## src/rtl/mbps_pkg.sv

```systemverilog
// Shared constants, register codes and helpers for the masked byte pattern scanner.
package mbps_pkg;

	// Sizes of the pattern window and the address path.
	localparam int MAX_PATTERN_BYTES = 16;
	localparam int HIST_DEPTH        = MAX_PATTERN_BYTES - 1;
	localparam int ADDRESS_BITS      = 48;
	localparam int WORD_BITS         = 64;
	localparam int LEN_BITS          = 5;
	localparam int PHASE_BITS        = 4;
	localparam int TAP_BITS          = 4;
	localparam int CFG_INDEX_BITS    = 3;

	// Configuration register indexes.
	typedef enum logic [CFG_INDEX_BITS-1:0] {
		CFG_PATTERN_LOW  = 3'd0,
		CFG_PATTERN_HIGH = 3'd1,
		CFG_MASK_LOW     = 3'd2,
		CFG_MASK_HIGH    = 3'd3,
		CFG_PATTERN_LEN  = 3'd4,
		CFG_START_ALIGN  = 3'd5
	} cfg_reg_t;

	typedef logic [7:0]              byte_t;
	typedef logic [ADDRESS_BITS-1:0] addr_t;

	// Pattern length in use: values above the window size saturate, zero stays zero.
	function automatic logic [LEN_BITS-1:0] clamp_len(input logic [LEN_BITS-1:0] len);
		logic [LEN_BITS-1:0] r;
		r = len;
		if (len > LEN_BITS'(MAX_PATTERN_BYTES)) begin
			r = LEN_BITS'(MAX_PATTERN_BYTES);
		end
		return r;
	endfunction

	// Start alignment in use: zero acts as one, values above the phase reach saturate.
	function automatic logic [LEN_BITS-1:0] clamp_align(input logic [LEN_BITS-1:0] align);
		logic [LEN_BITS-1:0] r;
		r = align;
		if (align == '0) begin
			r = LEN_BITS'(1);
		end else if (align > LEN_BITS'(1 << PHASE_BITS)) begin
			r = LEN_BITS'(1 << PHASE_BITS);
		end
		return r;
	endfunction

endpackage

```

## src/rtl/masked_byte_pattern_scan_top.sv

```systemverilog
// Masked byte pattern scanner: sliding byte window, masked compare and result register.

// The scanner takes one byte beat per cycle, back to back while in_stall is low,
// and reports a match through a result register; the input stage keeps accepting
// while a result waits, so a stall on the result side only holds the input once
// both the input stage and the result register are full. A beat goes from the
// input register, where the masked compare of all sixteen window lanes runs in
// parallel, on to the result register. A window is the current byte plus up to
// fifteen earlier bytes of the same region; its start offset within the region
// must be a multiple of start_alignment. The window and the alignment phase clear
// after a beat flagged end_of_region, so no match spans two regions. Configuration
// writes take effect at once and should be made while no beat is in flight.
module masked_byte_pattern_scan_top (
	input  logic                                clk,
	input  logic                                arst_n,
	input  logic                                cfg_write,
	input  logic [mbps_pkg::CFG_INDEX_BITS-1:0] cfg_index,
	input  logic [mbps_pkg::WORD_BITS-1:0]      cfg_data,
	input  logic                                in_valid,
	output logic                                in_stall,
	input  logic [7:0]                          data_byte,
	input  logic [mbps_pkg::ADDRESS_BITS-1:0]   byte_address,
	input  logic                                end_of_region,
	output logic                                out_valid,
	input  logic                                out_stall,
	output logic [mbps_pkg::ADDRESS_BITS-1:0]   match_address,
	output logic [mbps_pkg::WORD_BITS-1:0]      matched_low,
	output logic [mbps_pkg::WORD_BITS-1:0]      matched_high
);
	import mbps_pkg::*;

	// Configuration registers.
	logic [WORD_BITS-1:0] pattern_low_q, pattern_high_q, mask_low_q, mask_high_q;
	logic [LEN_BITS-1:0]  pattern_len_q, start_align_q;

	// Input stage.
	logic        valid_s1;
	byte_t       data_s1;
	addr_t       addr_s1;
	logic        eor_s1;

	// Window history, newest entry at index 0.
	byte_t                 win_byte_q [HIST_DEPTH];
	addr_t                 win_addr_q [HIST_DEPTH];
	logic [HIST_DEPTH-1:0] win_ok_q;
	logic [PHASE_BITS-1:0] phase_q;

	// Result register.
	logic                 out_valid_q;
	addr_t                match_address_q;
	logic [WORD_BITS-1:0] matched_low_q, matched_high_q;

	// Handshake and compare signals.
	logic                        out_ready;
	logic                        adv_s1;
	logic                        load_s1;
	logic                        hit;
	logic [LEN_BITS-1:0]         len_eff;
	logic [LEN_BITS-1:0]         align_eff;
	logic [LEN_BITS-1:0]         phase_inc;
	logic [TAP_BITS-1:0]         start_tap;
	byte_t                       tap_byte [MAX_PATTERN_BYTES];
	addr_t                       tap_addr [MAX_PATTERN_BYTES];
	logic [MAX_PATTERN_BYTES-1:0] tap_ok;
	logic [2*WORD_BITS-1:0]      pattern_all, mask_all, matched_all;
	logic                        bytes_equal;
	addr_t                       start_addr;

	// The input register moves on whenever the result register is free or being emptied.
	assign out_ready = !out_valid_q || !out_stall;
	assign adv_s1    = valid_s1 && out_ready;
	assign in_stall  = valid_s1 && !out_ready;
	assign load_s1   = in_valid && !in_stall;

	// Configuration write port.
	always_ff @(posedge clk or negedge arst_n) begin
		if (!arst_n) begin
			pattern_low_q  <= '0;
			pattern_high_q <= '0;
			mask_low_q     <= '0;
			mask_high_q    <= '0;
			pattern_len_q  <= LEN_BITS'(1);
			start_align_q  <= LEN_BITS'(1);
		end else if (cfg_write) begin
			case (cfg_index)
				CFG_PATTERN_LOW:  pattern_low_q  <= cfg_data;
				CFG_PATTERN_HIGH: pattern_high_q <= cfg_data;
				CFG_MASK_LOW:     mask_low_q     <= cfg_data;
				CFG_MASK_HIGH:    mask_high_q    <= cfg_data;
				CFG_PATTERN_LEN:  pattern_len_q  <= cfg_data[LEN_BITS-1:0];
				CFG_START_ALIGN:  start_align_q  <= cfg_data[LEN_BITS-1:0];
				default: begin
				end
			endcase
		end
	end

	// Input register control.
	always_ff @(posedge clk or negedge arst_n) begin
		if (!arst_n) begin
			valid_s1 <= 1'b0;
		end else if (load_s1) begin
			valid_s1 <= 1'b1;
		end else if (adv_s1) begin
			valid_s1 <= 1'b0;
		end
	end

	// Input register payload.
	always_ff @(posedge clk) begin
		if (load_s1) begin
			data_s1 <= data_byte;
			addr_s1 <= byte_address;
			eor_s1  <= end_of_region;
		end
	end

	// Effective configuration and taps: tap 0 is the current byte, tap k is k bytes back.
	always_comb begin
		len_eff   = clamp_len(pattern_len_q);
		align_eff = clamp_align(start_align_q);
		tap_byte[0] = data_s1;
		tap_addr[0] = addr_s1;
		tap_ok[0]   = (phase_q == '0);
		for (int k = 1; k < MAX_PATTERN_BYTES; k++) begin
			tap_byte[k] = win_byte_q[k-1];
			tap_addr[k] = win_addr_q[k-1];
			tap_ok[k]   = win_ok_q[k-1];
		end
		start_tap  = TAP_BITS'(len_eff - LEN_BITS'(1));
		start_addr = tap_addr[start_tap];
	end

	// Masked compare over all lanes; lane i holds window byte i, oldest first.
	always_comb begin
		logic [LEN_BITS-1:0] sel;
		byte_t               b;
		pattern_all = {pattern_high_q, pattern_low_q};
		mask_all    = {mask_high_q, mask_low_q};
		matched_all = '0;
		bytes_equal = 1'b1;
		for (int i = 0; i < MAX_PATTERN_BYTES; i++) begin
			sel = len_eff - LEN_BITS'(1) - LEN_BITS'(i);
			b   = tap_byte[sel[TAP_BITS-1:0]];
			if (LEN_BITS'(i) < len_eff) begin
				matched_all[i*8 +: 8] = b;
				if ((b & mask_all[i*8 +: 8]) != (pattern_all[i*8 +: 8] & mask_all[i*8 +: 8])) begin
					bytes_equal = 1'b0;
				end
			end
		end
		hit = (len_eff != '0) && tap_ok[start_tap] && bytes_equal;
	end

	// Next alignment phase, computed one bit wider so that sixteen wraps.
	assign phase_inc = {1'b0, phase_q} + LEN_BITS'(1);

	// Window control: shift in the current beat, or clear after the last byte of a region.
	always_ff @(posedge clk or negedge arst_n) begin
		if (!arst_n) begin
			win_ok_q <= '0;
			phase_q  <= '0;
		end else if (adv_s1) begin
			if (eor_s1) begin
				win_ok_q <= '0;
				phase_q  <= '0;
			end else begin
				win_ok_q <= {win_ok_q[HIST_DEPTH-2:0], tap_ok[0]};
				phase_q  <= (phase_inc >= align_eff) ? '0 : phase_inc[PHASE_BITS-1:0];
			end
		end
	end

	// Window payload shift.
	always_ff @(posedge clk) begin
		if (adv_s1) begin
			if (eor_s1) begin
				for (int k = 0; k < HIST_DEPTH; k++) begin
					win_byte_q[k] <= '0;
				end
			end else begin
				win_byte_q[0] <= data_s1;
				win_addr_q[0] <= addr_s1;
				for (int k = 1; k < HIST_DEPTH; k++) begin
					win_byte_q[k] <= win_byte_q[k-1];
					win_addr_q[k] <= win_addr_q[k-1];
				end
			end
		end
	end

	// Result register control.
	always_ff @(posedge clk or negedge arst_n) begin
		if (!arst_n) begin
			out_valid_q <= 1'b0;
		end else if (out_ready) begin
			out_valid_q <= valid_s1 && hit;
		end
	end

	// Result register payload.
	always_ff @(posedge clk) begin
		if (adv_s1 && hit) begin
			match_address_q <= start_addr;
			matched_low_q   <= matched_all[WORD_BITS-1:0];
			matched_high_q  <= matched_all[2*WORD_BITS-1:WORD_BITS];
		end
	end

	assign out_valid     = out_valid_q;
	assign match_address = match_address_q;
	assign matched_low   = matched_low_q;
	assign matched_high  = matched_high_q;

`ifndef SYNTHESIS
	// The input side only stalls while the input register holds a beat.
	a_stall_needs_beat: assert property (@(posedge clk) disable iff (!arst_n)
		in_stall |-> valid_s1)
		else $error("input stalled with an empty input register");

	// After the last byte of a region leaves the input register, the window flags and the phase are clear.
	a_region_clears: assert property (@(posedge clk) disable iff (!arst_n)
		(adv_s1 && eor_s1) |=> (win_ok_q == '0 && phase_q == '0))
		else $error("window not cleared at end of region");

	// A new result only appears when a beat was in the input register.
	a_result_source: assert property (@(posedge clk) disable iff (!arst_n)
		$rose(out_valid) |-> $past(valid_s1))
		else $error("result beat without a source beat");
`endif

endmodule
```

## config.mk

```make
export PLATFORM = sky130hd
export DESIGN_NAME = masked_byte_pattern_scan_top
export DESIGN_NICKNAME = d
export VERILOG_FILES = /design/src/rtl/mbps_pkg.sv /design/src/rtl/masked_byte_pattern_scan_top.sv
export SDC_FILE = /design/constraint.sdc
export NUM_CORES = 2
export LEC_CHECK = 0
export ABC_AREA = 1
export BUFFER_PORTS_ARGS = -buffer_cell sky130_fd_sc_hd__buf_2
export CORE_MARGIN = 5
export CORE_UTILIZATION = 35
export DETAILED_ROUTE_END_ITERATION = 16
export PLACE_DENSITY = 0.49
export SYNTH_ARGS = -nofsm -noshare
export SYNTH_HDL_FRONTEND = slang
export SYNTH_SLANG_ARGS = --single-unit
```

## constraint.sdc

```tcl
create_clock -name clk -period 44.7 [get_ports clk]
set_input_delay 4.47 -clock clk [delete_from_list [all_inputs] [get_ports clk]]
set_output_delay 4.47 -clock clk [all_outputs]
set_load 0.01 [all_outputs]
```

==> qor.csv <==
stage,metric,value,unit
status,status,finished clean,
route,vias_per_cell,5.286,
sta,period_needed,9.338,ns
placement,io_buffers,306,
critical_path,r2r_start,pattern_len_q[0]$_DFFE_PN1P_,
cts,hold_buffers,0,
synthesis,synth-seq-area-share,0.6523,
critical_path,cp_slowest_cell,buf_2,
power,p_leak,27.53,nW
final_layout,area_growth,14.19,%
synthesis,avgSynthCellArea,9.984,µm²
sta,rsz0062_at_grt,false,
synthesis,postSynth.asyncResetShare,0.2110,
synthesis,netlist_area,60410,µm²
cts,clk_path_buf_depth,3,
cts,cts_max_level,4,
synthesis,synth_common_cells,"1322 x nand2_1, 1073 x edfxtp_1, 967 x nand3_1",
synthesis,synth-seq-cells,1360,
die,top_level_ports,307,
cts,cts_tree,yes,
critical_path,reg2reg_depth,25,
die,std_cell_rows,152,
global_route,grt_pass1_vias,42870,
route,via_count,45800,
global_route,grt_overflow_total,0,
power,netSwitchingFraction,0.3854,
placement,place_congestion,0.9652,
sta,finalCritPeriodShare,0.2089,
die,start_util,0.3518,
sta,skew,0.03838,ns
critical_path,worstReg2RegEnd,matched_low[46]$_SDFFCE_PP0P_,
critical_path,critPathLaunchType,primary input,
synthesis,synthTopCellsByArea,"edfxtp_1 53%, dfrtp_1 12%, nand2_1 8.2%, nand3_1 8.0%, o21ai_0 5.6%",
die,die_area,181000,µm²
die,core_area,171700,µm²
global_route,grt_pass1_wl,288.4,mm
synthesis,yosysWarnings,0,
die,die_h,425.5,µm
critical_path,cp.arrival,4.87,ns
route,wl_per_cell,22.69,µm
power,vdd_drop_max,0.03017,mV
cts,insertion_delay,0.82,ns
power,switchingPower,1.609,mW
global_route,antenna_found_initial,7,
synthesis,netlist.area_leader.share,0.5333,
sta,slew_headroom,0.1986,
critical_path,worstPathCellList,buf_2 > nand2_1 > nor2_1 > buf_2,
worst_hold_path,worstHoldStart,win_addr_q[1][177]$_DFFE_PP_,
synthesis,synth.distinct_cells,40,
synthesis,postSynthCellCount,6051,
route,ant_nets,0,
synthesis,post-synth-top-count-cell,nand2_1,
critical_path,critPathMaxStageDelay,0.15,ns
sta,clock.fmax,107.1,MHz
critical_path,worst_setup_path_end_kind,output port,
synthesis,synth_nets,6195,
cts,clk_pin_slew_worst_paths,0.06,ns
sta,worstMarginPinSlew,1.201,ns
final_layout,drive_above_1_share,0.09838,
sta,setup_viol,0,
sta,setup_tns,0,ns
power,p_int,2.567,mW
sta,slew_violations,0,
power,total_power,4.176,mW
cts,cts_buffers,157,
power,clkPwrFrac,0.303,
critical_path,worstPathMaxFanout,4,
sta,final-hold-violation-count,0,
synthesis,synthFlopType,edfxtp_1,
final_layout,utilization,0.4017,
power,p_seq_frac,0.371,
cts,cts_root_buf,clkbuf_16,
run,cap_violations,0,
global_route,grt_max_degree,213,
cts,clock-sinks,1360,
synthesis,yosysTopAreaCell,edfxtp_1,
power,comb_power_share,0.326,
route,drc_errors,0,
power,powerDensity,60.54,nW/µm²
placement,post_dp_cell_area,64000,µm²
cts,cts_resized,0,
critical_path,crit_top_cell,buf_2,
placement,dp_hpwl,128.9,mm
critical_path,worst-setup-path-type,in -> out,
worst_hold_path,min_to,win_addr_q[1][225]$_DFFE_PP_,
worst_hold_path,holdPathStages,0,
route,drt_wl_total,196.6,mm
die,die_w,425.5,µm
worst_hold_path,hold_path.class,reg -> reg,
final_layout,design_area,68990,µm²
cts,postCtsSetupBuffers,0,
synthesis,synth-edff-count,1073,
global_route,grt_usage,0.2118,
final_layout,fin_nets,6373,
critical_path,rrSetupSlack,35.53,ns
route,drtIter0Drc,5590,
route,dr.pass1.iters,8,
critical_path,worstPathRequired,40.23,ns
==> worst max-delay path by stage <==
stage | start | cells past startpoint | end
4_1_cts | out_stall | 4 | in_stall
6_report | out_stall | 4 | in_stall
2_1_floorplan | out_stall | 5 | win_addr_q[0][0]$_DFFE_PP_
5_1_grt | pattern_len_q[0]$_DFFE_PN1P_ | 25 | matched_low[46]$_SDFFCE_PP0P_
3_5_place_dp | out_stall | 4 | in_stall
3_3_place_gp | out_stall | 4 | in_stall
==> per-layer routing <==
metal,wire (µm),vias up,GRT usage
li1,-,21400,-
met1,87190,22490,0.2984
met2,88490,1598,0.3257
met3,13610,306,0.04049
met4,7305,6,0.07813
met5,38,-,0
==> worst max-delay path, delay by kind of cell <==
| kind | cells | cell delay (ns) |
|---|---|---|
| and+or+nand+nor | 2 | 0.16 |
| buffers and inverters | 2 | 0.25 |
==> per-stage QoR <==
stage | cells | hold slack, ns | worst slack (ns)
after floorplan | 6051 | 0.4208 | 8.001
after global placement | 8380 | 0.4236 | 35.37
after detailed placement | 8380 | 0.4258 | 35.36
after CTS | 8663 | 0.4370 | 35.36
after global routing | 8663 | 0.4397 | 35.07
final | 8664 | 0.4358 | 35.36
==> area by class of cell <==
type	instances	area, µm²
multi-input combinational	3985	18320
clock buffer	205	4247
antenna	1	2.502
fill	16740	102700
sequential	1360	39410
tap	2310	2890
inverter	365	1384
timing repair buffer	360	1997
clock inverter	78	733.2
==> sequential cells by signal (all words and copies together) (netlist names), 48 cells and up <==
signal          cells
matched_high       64
matched_low        64
addr_s1            48
pattern_low_q      64
mask_low_q         64
match_address      48
mask_high_q        64
win_byte_q        120
pattern_high_q     64
win_addr_q        720
==> power by group through the flow <==
stage	Clock (mW)	Sequential [mW]	Combinational, mW
after floorplan	0	1.58	0.883
after global placement	0	1.57	1.35
after detailed placement	0	1.57	1.35
after CTS	1.30	1.55	1.36
after global routing	1.35	1.56	1.50
final	1.26	1.55	1.36
==> logic make-up after synthesis <==
group,after synthesis,share of synthesized area
flops,1360,0.6523
simple gates,3025,0.2129
fa+ha+maj,15,0.003107
compound gates,937,0.08243
xor+xnor,8,0.002837
buf+inv,706,0.04647
==> cells in the final DEF (no fill, tap or decap), types with 35 or more instances in the layout <==
cell type  count
a21oi_1       35
o21ai_0      674
edfxtp_1    1073
nor2_1       635
buf_4         50
nand3_1      965
nand2_1     1320
clkbuf_1      41
dfrtp_1      285
inv_1        352
o22ai_1      210
nand4_1       58
buf_2        305
clkbuf_16    163
Note: power is estimated with default switching activity, not from simulation.
